==> src/hw/rtl/assert_macros.svh <==
// Assertion macros shared by the allocator RTL.
`ifndef ASSERT_MACROS_SVH
`define ASSERT_MACROS_SVH

// Same-cycle implication, sampled on clk, off while arst_n is low.
`define SA_ASSERT_SAME(name, ante, cons) \
	name: assert property (@(posedge clk) disable iff (!arst_n) (ante) |-> (cons)) \
		else $error("sa assertion failed");

// Next-cycle implication, sampled on clk, off while arst_n is low.
`define SA_ASSERT_NEXT(name, ante, cons) \
	name: assert property (@(posedge clk) disable iff (!arst_n) (ante) |=> (cons)) \
		else $error("sa assertion failed");

`endif

==> src/hw/rtl/sa_pkg.sv <==
// Types and constants of the stack allocator.
package sa_pkg;

	localparam int unsigned ADDR_W     = 32;
	localparam int unsigned POOL_W     = 25;
	localparam int unsigned SIZE_W     = 24;
	localparam int unsigned ALOG_W     = 3;
	localparam int unsigned PAD_W      = 8;
	localparam int unsigned LIVE_W     = 7;
	localparam int unsigned REQ_W      = 2;
	localparam int unsigned CFG_IDX_W  = 8;
	localparam int unsigned CFG_DATA_W = 32;

	localparam logic [REQ_W-1:0] REQ_ALLOC = 2'd0;
	localparam logic [REQ_W-1:0] REQ_FREE  = 2'd1;
	localparam logic [REQ_W-1:0] REQ_CLEAR = 2'd2;

	localparam logic [CFG_IDX_W-1:0] REG_BASE = 8'd0;
	localparam logic [CFG_IDX_W-1:0] REG_POOL = 8'd1;

	localparam logic [ADDR_W-1:0] BASE_RESET = 32'd0;
	localparam logic [POOL_W-1:0] POOL_RESET = 25'd65536;

	typedef enum logic [1:0] {
		ST_OK       = 2'd0,
		ST_NO_SPACE = 2'd1,
		ST_FULL     = 2'd2,
		ST_BAD_FREE = 2'd3
	} status_t;

	typedef struct packed {
		logic [REQ_W-1:0]  req_type;
		logic [SIZE_W-1:0] alloc_size;
		logic [ALOG_W-1:0] align_log2;
		logic [ADDR_W-1:0] free_address;
	} req_t;

	typedef struct packed {
		logic [ADDR_W-1:0] block_address;
		status_t           status;
		logic [POOL_W-1:0] bytes_in_use;
		logic [LIVE_W-1:0] live_blocks;
	} rsp_t;

	typedef struct packed {
		logic [PAD_W-1:0]  pad;
		logic [ADDR_W-1:0] addr;
	} stk_ent_t;

	typedef struct packed {
		logic push;
		logic pop;
		logic clr;
	} stk_ctl_t;

endpackage

==> src/hw/rtl/sa_if.sv <==
// Request, response and configuration channels of the stack allocator.
interface sa_req_if;
	import sa_pkg::*;
	logic valid;
	logic ready;
	req_t data;
	modport source (output valid, output data, input ready);
	modport sink (input valid, input data, output ready);
endinterface

interface sa_rsp_if;
	import sa_pkg::*;
	logic valid;
	logic ready;
	rsp_t data;
	modport source (output valid, output data, input ready);
	modport sink (input valid, input data, output ready);
endinterface

interface sa_cfg_if;
	import sa_pkg::*;
	logic                  valid;
	logic                  ready;
	logic [CFG_IDX_W-1:0]  idx;
	logic [CFG_DATA_W-1:0] wdata;
	modport source (output valid, output idx, output wdata, input ready);
	modport sink (input valid, input idx, input wdata, output ready);
endinterface

==> src/hw/rtl/sa_stack.sv <==
// Block stack: entry memory, cached top entry and prefetched entry below it.
module sa_stack #(
	parameter int unsigned MAX_ALLOCS = 64
) (
	input  logic                              clk,
	input  logic                              arst_n,
	input  sa_pkg::stk_ctl_t                  ctl,
	input  sa_pkg::stk_ent_t                  push_ent,
	output sa_pkg::stk_ent_t                  top_ent,
	output logic [$clog2(MAX_ALLOCS+1)-1:0]   count
);
	import sa_pkg::*;

	localparam int unsigned CW = $clog2(MAX_ALLOCS + 1);
	localparam int unsigned IW = (MAX_ALLOCS > 1) ? $clog2(MAX_ALLOCS) : 1;
	localparam logic [CW:0] TWO = (CW + 1)'(2);

	logic [CW-1:0] count_q;
	logic [CW-1:0] count_nx;
	logic [CW:0]   rd_diff;
	logic          rd_en;
	logic [IW-1:0] rd_idx;
	stk_ent_t      mem [MAX_ALLOCS];
	stk_ent_t      top_q;
	stk_ent_t      below_q;

	always_comb begin
		priority if (ctl.clr) begin
			count_nx = '0;
		end else if (ctl.push) begin
			count_nx = CW'(count_q + 1'b1);
		end else if (ctl.pop) begin
			count_nx = CW'(count_q - 1'b1);
		end else begin
			count_nx = count_q;
		end
	end

	// Prefetch the entry that becomes the top after a pop.
	assign rd_diff = {1'b0, count_nx} - TWO;
	assign rd_en   = {1'b0, count_nx} >= TWO;
	assign rd_idx  = rd_diff[IW-1:0];

	always_ff @(posedge clk or negedge arst_n) begin
		if (!arst_n) begin
			count_q <= '0;
		end else begin
			count_q <= count_nx;
		end
	end

	always_ff @(posedge clk) begin
		if (ctl.push) begin
			mem[count_q[IW-1:0]] <= push_ent;
		end
		if (rd_en) begin
			below_q <= mem[rd_idx];
		end
	end

	always_ff @(posedge clk) begin
		if (ctl.push) begin
			top_q <= push_ent;
		end else if (ctl.pop) begin
			top_q <= below_q;
		end
	end

	assign top_ent = top_q;
	assign count   = count_q;

	`include "assert_macros.svh"

	`SA_ASSERT_NEXT(a_push_count, ctl.push && !ctl.clr, count_q == CW'($past(count_q) + 1'b1))
	`SA_ASSERT_NEXT(a_pop_count, ctl.pop && !ctl.clr, count_q == CW'($past(count_q) - 1'b1))

endmodule

==> src/hw/rtl/sa_core.sv <==
// Allocator datapath: padding, space and stack checks, top and usage registers.
module sa_core #(
	parameter int unsigned MAX_ALLOCS   = 64,
	parameter int unsigned HEADER_BYTES = 1
) (
	input  logic                              clk,
	input  logic                              arst_n,
	sa_cfg_if.sink                            cfg,
	input  logic                              adv,
	input  sa_pkg::req_t                      req_s1,
	input  sa_pkg::stk_ent_t                  top_ent,
	input  logic [$clog2(MAX_ALLOCS+1)-1:0]   count,
	output sa_pkg::stk_ctl_t                  ctl,
	output sa_pkg::stk_ent_t                  push_ent,
	output sa_pkg::rsp_t                      rsp
);
	import sa_pkg::*;

	localparam int unsigned CW = $clog2(MAX_ALLOCS + 1);
	localparam logic [PAD_W-1:0] HDR = PAD_W'(HEADER_BYTES);
	localparam logic [CW-1:0] CNT_MAX = CW'(MAX_ALLOCS);

	logic                  cfg_we;
	logic                  base_we;
	logic                  pool_we;
	logic [ADDR_W-1:0]     base_q;
	logic [POOL_W-1:0]     pool_q;
	logic [ADDR_W-1:0]     top_q;
	logic [POOL_W-1:0]     used_q;

	logic [PAD_W-1:0]      mask;
	logic [PAD_W-1:0]      pad0;
	logic [PAD_W-1:0]      need;
	logic [PAD_W-1:0]      pad_up;
	logic [PAD_W-1:0]      pad;
	logic [POOL_W:0]       total;
	logic [ADDR_W-1:0]     grant_addr;
	logic [ADDR_W-1:0]     freed;
	logic                  no_space;
	logic                  full;
	logic                  bad_free;

	logic [ADDR_W-1:0]     top_nx;
	logic [POOL_W-1:0]     used_nx;
	logic [CW-1:0]         live_nx;
	logic [ADDR_W-1:0]     granted;
	status_t               status;
	logic                  do_push;
	logic                  do_pop;
	logic                  do_clr;

	assign cfg.ready = 1'b1;
	assign cfg_we    = cfg.valid && cfg.ready;
	assign base_we   = cfg_we && (cfg.idx == REG_BASE);
	assign pool_we   = cfg_we && (cfg.idx == REG_POOL);

	// Pad the top to the alignment, then lift the pad to at least the header room.
	assign mask   = PAD_W'((PAD_W'(1) << req_s1.align_log2) - PAD_W'(1));
	assign pad0   = PAD_W'(~top_q[PAD_W-1:0] + PAD_W'(1)) & mask;
	assign need   = PAD_W'(HDR - pad0);
	assign pad_up = PAD_W'(need + mask) & ~mask;
	assign pad    = (pad0 < HDR) ? PAD_W'(pad0 + pad_up) : pad0;

	assign total      = (POOL_W + 1)'(used_q) + (POOL_W + 1)'(pad)
		+ (POOL_W + 1)'(req_s1.alloc_size);
	assign grant_addr = top_q + ADDR_W'(pad);
	assign no_space   = total > {1'b0, pool_q};
	assign full       = count >= CNT_MAX;
	assign bad_free   = (count == '0) || (top_ent.addr != req_s1.free_address);
	assign freed      = (top_q - req_s1.free_address) + ADDR_W'(top_ent.pad);

	always_comb begin
		top_nx  = top_q;
		used_nx = used_q;
		live_nx = count;
		granted = '0;
		status  = ST_OK;
		do_push = 1'b0;
		do_pop  = 1'b0;
		do_clr  = 1'b0;
		unique case (req_s1.req_type)
			REQ_ALLOC: begin
				if (no_space) begin
					status = ST_NO_SPACE;
				end else if (full) begin
					status = ST_FULL;
				end else begin
					do_push = 1'b1;
					granted = grant_addr;
					top_nx  = grant_addr + ADDR_W'(req_s1.alloc_size);
					used_nx = total[POOL_W-1:0];
					live_nx = CW'(count + 1'b1);
				end
			end
			REQ_FREE: begin
				if (bad_free) begin
					status = ST_BAD_FREE;
				end else begin
					do_pop  = 1'b1;
					top_nx  = req_s1.free_address - ADDR_W'(top_ent.pad);
					used_nx = used_q - freed[POOL_W-1:0];
					live_nx = CW'(count - 1'b1);
				end
			end
			REQ_CLEAR: begin
				do_clr  = 1'b1;
				top_nx  = base_q;
				used_nx = '0;
				live_nx = '0;
			end
			default: begin
			end
		endcase
	end

	assign ctl.push      = adv && !base_we && do_push;
	assign ctl.pop       = adv && !base_we && do_pop;
	assign ctl.clr       = base_we || (adv && do_clr);
	assign push_ent.pad  = pad;
	assign push_ent.addr = grant_addr;

	assign rsp.block_address = granted;
	assign rsp.status        = status;
	assign rsp.bytes_in_use  = used_nx;
	assign rsp.live_blocks   = LIVE_W'(live_nx);

	always_ff @(posedge clk or negedge arst_n) begin
		if (!arst_n) begin
			base_q <= BASE_RESET;
			pool_q <= POOL_RESET;
			top_q  <= BASE_RESET;
			used_q <= '0;
		end else begin
			if (pool_we) begin
				pool_q <= cfg.wdata[POOL_W-1:0];
			end
			if (base_we) begin
				base_q <= cfg.wdata;
				top_q  <= cfg.wdata;
				used_q <= '0;
			end else if (adv) begin
				top_q  <= top_nx;
				used_q <= used_nx;
			end
		end
	end

	`include "assert_macros.svh"

	`SA_ASSERT_SAME(a_grant_ok, rsp.block_address != '0, rsp.status == ST_OK)
	`SA_ASSERT_NEXT(a_push_top, ctl.push, top_ent.addr == $past(push_ent.addr))

endmodule

==> src/hw/rtl/stack_allocator.sv <==
// Stack allocator top level: request register, datapath, block stack, result register.
//
// LIFO region allocator over a pool of pool_size bytes starting at base_address.
// Channels: req (sink) takes one request word, rsp (source) returns exactly
// one result word per request, in order; cfg (sink) writes register 0
// (base_address, which also empties the allocator) or register 1 (pool_size).
// cfg is always ready; it must be written only while no request is in flight,
// which the block itself does not enforce. A request is registered, processed
// by the datapath and its result held in the result register, which drives
// rsp. Throughput: one request per cycle while rsp is not held off; the top,
// usage and stack pointer are updated between the request and result registers,
// and the stack memory prefetches the entry below the top so a free never waits.
// Reset: pool empty, top at address 0, pool_size 65536, no live blocks; the
// stack memory needs no clearing pass.
// Stall: while rsp is held off, the result register keeps its word and one
// more request waits in the request register; req then drops ready.
module stack_allocator #(
	parameter int unsigned MAX_ALLOCS   = 64,
	parameter int unsigned HEADER_BYTES = 1
) (
	input  logic       clk,
	input  logic       arst_n,
	sa_cfg_if.sink     cfg,
	sa_req_if.sink     req,
	sa_rsp_if.source   rsp
);
	import sa_pkg::*;

	localparam int unsigned CW = $clog2(MAX_ALLOCS + 1);

	logic           valid_s1;
	req_t           req_s1;
	logic           out_valid_q;
	rsp_t           rsp_q;
	logic           adv;
	stk_ctl_t       ctl;
	stk_ent_t       push_ent;
	stk_ent_t       top_ent;
	logic [CW-1:0]  count;
	rsp_t           core_rsp;

	assign adv       = valid_s1 && (!out_valid_q || rsp.ready);
	assign req.ready = !valid_s1 || adv;

	always_ff @(posedge clk or negedge arst_n) begin
		if (!arst_n) begin
			valid_s1 <= 1'b0;
		end else if (req.ready) begin
			valid_s1 <= req.valid;
		end
	end

	always_ff @(posedge clk) begin
		if (req.valid && req.ready) begin
			req_s1 <= req.data;
		end
	end

	sa_core #(
		.MAX_ALLOCS   (MAX_ALLOCS),
		.HEADER_BYTES (HEADER_BYTES)
	) u_core (
		.clk      (clk),
		.arst_n   (arst_n),
		.cfg      (cfg),
		.adv      (adv),
		.req_s1   (req_s1),
		.top_ent  (top_ent),
		.count    (count),
		.ctl      (ctl),
		.push_ent (push_ent),
		.rsp      (core_rsp)
	);

	sa_stack #(
		.MAX_ALLOCS (MAX_ALLOCS)
	) u_stack (
		.clk      (clk),
		.arst_n   (arst_n),
		.ctl      (ctl),
		.push_ent (push_ent),
		.top_ent  (top_ent),
		.count    (count)
	);

	always_ff @(posedge clk or negedge arst_n) begin
		if (!arst_n) begin
			out_valid_q <= 1'b0;
		end else if (adv) begin
			out_valid_q <= 1'b1;
		end else if (rsp.ready) begin
			out_valid_q <= 1'b0;
		end
	end

	always_ff @(posedge clk) begin
		if (adv) begin
			rsp_q <= core_rsp;
		end
	end

	assign rsp.valid = out_valid_q;
	assign rsp.data  = rsp_q;

endmodule
==> src/flat_wrapper.sv <==
// flat-port wrapper written by rule: the top's interface ports become plain ports
module stack_allocator_flat import sa_pkg::*;
#(
	parameter int unsigned MAX_ALLOCS   = 64,
	parameter int unsigned HEADER_BYTES = 1
)
  (clk, arst_n, cfg_valid, cfg_idx, cfg_wdata, cfg_ready, req_valid, req_data, req_ready, rsp_valid, rsp_data, rsp_ready);
  sa_cfg_if cfg_i ();
  sa_req_if req_i ();
  sa_rsp_if rsp_i ();
  input  logic clk;
  input  logic arst_n;
  input wire logic [$bits(cfg_i.valid)-1:0] cfg_valid;
  input wire logic [$bits(cfg_i.idx)-1:0] cfg_idx;
  input wire logic [$bits(cfg_i.wdata)-1:0] cfg_wdata;
  output wire logic [$bits(cfg_i.ready)-1:0] cfg_ready;
  input wire logic [$bits(req_i.valid)-1:0] req_valid;
  input wire logic [$bits(req_i.data)-1:0] req_data;
  output wire logic [$bits(req_i.ready)-1:0] req_ready;
  output wire logic [$bits(rsp_i.valid)-1:0] rsp_valid;
  output wire logic [$bits(rsp_i.data)-1:0] rsp_data;
  input wire logic [$bits(rsp_i.ready)-1:0] rsp_ready;
  assign cfg_i.valid = cfg_valid;
  assign cfg_i.idx = cfg_idx;
  assign cfg_i.wdata = cfg_wdata;
  assign cfg_ready = cfg_i.ready;
  assign req_i.valid = req_valid;
  assign req_i.data = req_data;
  assign req_ready = req_i.ready;
  assign rsp_valid = rsp_i.valid;
  assign rsp_data = rsp_i.data;
  assign rsp_i.ready = rsp_ready;
  stack_allocator #(.MAX_ALLOCS(MAX_ALLOCS), .HEADER_BYTES(HEADER_BYTES)) u_core (.clk(clk), .arst_n(arst_n), .cfg(cfg_i), .req(req_i), .rsp(rsp_i));
endmodule
==> config.mk <==
export PLATFORM = sky130hd
export DESIGN_NAME = stack_allocator_flat
export DESIGN_NICKNAME = d
export VERILOG_FILES = /design/src/hw/rtl/sa_pkg.sv /design/src/hw/rtl/sa_if.sv /design/src/hw/rtl/sa_stack.sv /design/src/hw/rtl/sa_core.sv /design/src/hw/rtl/stack_allocator.sv /design/src/flat_wrapper.sv
export VERILOG_INCLUDE_DIRS = /design/src /design/src/hw/rtl
export SDC_FILE = /design/constraint.sdc
export NUM_CORES = 2
export LEC_CHECK = 0
export BUFFER_PORTS_ARGS = -buffer_cell sky130_fd_sc_hd__buf_2
export CAP_MARGIN = 40
export CORE_MARGIN = 4
export CORE_UTILIZATION = 45
export CTS_CLUSTER_DIAMETER = 50
export DETAILED_ROUTE_END_ITERATION = 12
export SYNTH_ARGS = -nofsm -noshare
export SYNTH_HDL_FRONTEND = slang
export SYNTH_SLANG_ARGS = --single-unit
==> constraint.sdc <==
create_clock -name clk -period 14.15 [get_ports clk]
set_clock_uncertainty 0.2 [all_clocks]
set_input_delay 4.245 -clock clk [delete_from_list [all_inputs] [get_ports clk]]
set_output_delay 4.245 -clock clk [all_outputs]
set_load 0.05 [all_outputs]
==> results.txt <==
status = finished, violations left
failing checks = design-rule violations
Gate power share = 43.8%
Final nets = 8295
sequential share of power = 33.6%
CTS tree = yes
CP Launch Type = register
# DRC = 2
post-synthesis area per instance = 15.7 um^2
port buffer count = 173
Root Driver = clkbuf_16
CP max stage cell = o21ai_4
post-route cell area = 137000 um^2
DP Cell Count = 11190
Primary FF master, synth = edfxtp_1
initial core utilization = 45.2%
HP Class = register to register
crit share post-route = 90.5%
share of layout cells above drive strength 1 = 17.6%
largest net degree at the start of global routing = 159
number of enable flip-flop cells after synthesis = 2767
Total GRT Usage = 24.9%
initial antenna violation count = 24
Max Freq = 0.0781 GHz
fin crit period = 12.80 ns
switching share of total power = 39.9%
Seq cells post-synth = 2890
Die X-Extent = 524 um
hpwl dp = 213000 um
Slew Viols, Final = 0
crit path kind = register to register
fill cell count = 21430
Mapped Nets = 7963
synth warn = 0
Post-CTS Resized = 0
sequential area share after synthesis = 71.9%
Max stage delay on crit path = 0.59 ns
Synth Instances = 7647
first-pass iteration count of the detailed router = 11
FF-to-FF Start = u_core.req_s1[34]
ys async rst share = 4.26%
final std cells w/o fill = 11770
crit path to = u_core.u_stack.below_q[6]
worst skew pair latency = 0.87 ns
Pwr Density = 259 nW/um^2
DIE AREA = 275000 um^2
DRT Wirelength = 346000 um
CTS sink cnt = 2890
Max IR drop VDD = 0.000400 V
Slew HR = 31.8%
Crit. End Element = register
Final Util = 51.7%
global-route wire length before repair = 500000 um
CTS max path bufs = 4
Hold Fails Final Rpt = 0
core area = 265000 um^2
gpl congestion = 0.931
reg-to-reg endpoint = u_core.u_stack.below_q[6]
number of CTS-inserted buffers = 319
Avg WL per Cell = 29.4 um
Final ANT Viol Nets = 0
net switching power = 14.2 mW
Vias/cell = 6.05
Slew @ Worst Pin = 1.02 ns
Post-CTS Setup Bufs = 0
Min Hold Slack = 0.285 ns
Ports = 175
Synth-to-Final Area Change = 14.5%
number of cells on the worst reg-to-reg path = 43
vias in the first global route = 70036
data required time of the worst path = 14.66 ns
critical-path maximum fanout = 51
critical path launch point = u_core.req_s1[34]
Rows = 189
die height = 524 um
via count = 71238
Netlist Area Pre-Place = 120000 um^2
Reg clk slew, reported paths = 0.06 ns
grt total ovfl = 0
RSZ-0062 raised after global routing = false
crit-path most repeated cell = ha_1
clock share of power = 22.6%
placed inst area = 127000 um^2
max-cap check violation count = 0
H-tree depth = 5
Internal Pwr Total = 21.4 mW
WP data arrival = 13.32 ns
Unique masters post-synth = 94
Lkg Pwr = 46.6 nW
hold buffers post-CTS = 0
DR iter-0 viols = 8692
# setup viols final = 0
total power = 35.6 mW
Reg2Reg Setup Slack = 1.35 ns
-- area by class of cell --
type | count | area [um^2] | area share, %
Antenna cell | 16 | 40.0 | 0.0292
Clock buffer | 388 | 8360 | 6.09
Clock inverter | 175 | 1670 | 1.22
Inverter | 224 | 858 | 0.626
Multi-Input combinational cell | 4108 | 31600 | 23.1
Sequential cell | 2890 | 86200 | 62.8
Tap cell | 3533 | 4420 | 3.22
Timing Repair Buffer | 436 | 4020 | 2.93
-- flip-flops by register name (all words and copies together), names as in the netlist --
signal	flops
u_core.u_core.top_q	32
u_core.u_core.pool_q	25
u_core.u_stack.count	7
u_core.u_core.base_q	32
u_core.u_stack.mem	2560
u_core.u_core.used_q	25
u_core.rsp.data	66
u_core.valid_s1	1
u_core.u_stack.below_q	40
u_core.rsp.valid	1
u_core.req_s1	61
u_core.u_stack.top_ent	40
-- power groups by stage --
stage          registers, mW  clock network [mW]  logic [mW]
2_1_floorplan           12.1                   0        9.56
3_3_place_gp            12.2                   0        15.0
3_5_place_dp            12.1                   0        15.4
4_1_cts                 11.9                8.16        15.5
5_1_grt                 12.0                8.53        16.7
6_report                12.0                8.04        15.6
-- worst min-delay path by stage --
stage | from | to | depth (start not counted)
after detailed placement | u_core.u_core.base_q[15] | u_core.u_core.base_q[15] | 2
final | u_core.u_core.base_q[21] | u_core.u_core.base_q[21] | 2
after global routing | u_core.u_core.base_q[21] | u_core.u_core.base_q[21] | 2
after floorplan | u_core.u_core.base_q[22] | u_core.u_core.base_q[22] | 2
after global placement | u_core.u_core.base_q[8] | u_core.u_core.base_q[8] | 2
after CTS | u_core.u_core.base_q[3] | u_core.u_core.base_q[3] | 2
-- metrics by stage --
stage	setup slack (ns)	setup TNS, ns
3_5_place_dp	1.52	0
5_1_grt	0.704	0
2_1_floorplan	-0.0279	-2.23
3_3_place_gp	1.32	0
6_report	1.35	0
4_1_cts	1.44	0
-- critical path, delay by kind of cell, from the launching register on --
family	cells	cell delay, ns
buf+inv	5	1.29
fa+ha+maj	6	2.36
compound gates	17	4.37
xor+xnor	5	1.03
flops	1	0.52
simple gates	10	2.79
-- Yosys cell counts (all sizes together) (14+ instances only) --
| library cell | instances | share of area, % |
|---|---|---|
| nand4 | 29 | 0.16 |
| nor2 | 248 | 0.78 |
| clkbuf | 285 | 0.90 |
| mux2i | 17 | 0.15 |
| nor3 | 51 | 0.22 |
| buf | 140 | 0.61 |
| edfxtp | 2767 | 69 |
| and4 | 44 | 0.32 |
| a22oi | 219 | 1.4 |
| xnor2 | 136 | 1.0 |
| o21a | 24 | 0.15 |
| nand2b | 23 | 0.12 |
| a211oi | 25 | 0.16 |
| a22o | 14 | 0.10 |
| and3 | 136 | 0.71 |
| mux4 | 398 | 7.5 |
| a21o | 37 | 0.23 |
| nand2 | 1324 | 4.1 |
| a311oi | 121 | 0.89 |
| nand3 | 364 | 1.5 |
| ha | 166 | 1.7 |
| a21oi | 129 | 0.54 |
| o211ai | 15 | 0.098 |
| a32oi | 44 | 0.32 |
| fa | 44 | 0.74 |
| xor2 | 44 | 0.32 |
| dfrtp | 122 | 2.5 |
| inv | 221 | 0.69 |
| mux2 | 26 | 0.24 |
| a31oi | 136 | 0.72 |
| nor2b | 21 | 0.11 |
| or3 | 15 | 0.082 |
| o21ai | 143 | 0.60 |
-- cells in the final DEF, fill, tap and decap left out, types with 46 or more instances in the layout --
cell type / n
nor2_4: 65
buf_12: 56
nor2_1: 183
mux4_2: 398
inv_1: 184
o21ai_0: 137
clkbuf_1: 63
a22oi_1: 219
nand2_1: 1323
nand3_1: 361
ha_1: 164
xnor2_1: 134
and3_1: 135
dfrtp_1: 122
nor3_1: 46
clkbuf_16: 324
edfxtp_1: 2767
buf_2: 173
a21oi_1: 128
a311oi_1: 120
clkinv_1: 69
a31oi_1: 135
buf_4: 176
-- metal layers --
metal / wire [um] / track usage [%] / up-vias
li1: - / - / 30212
met1: 143000 / 35.5 / 37034
met2: 162000 / 39.3 / 3449
met3: 30800 / 4.52 / 541
met4: 10100 / 7.44 / 2
met5: 283 / 0 / -
-- logic make-up after synthesis --
logic type / count (synthesis) / synth area share (%)
flip-flops: 2890 / 71.9
AND/OR/NAND/NOR: 2294 / 8.43
AO/OA/AOI/OAI: 981 / 5.76
buffers and inverters: 649 / 2.21
multiplexers: 441 / 7.88
adder cells (fa/ha/maj): 210 / 2.47
XOR/XNOR: 180 / 1.33
other: 2 / 0.00627
(Power assumes the default switching activity.)
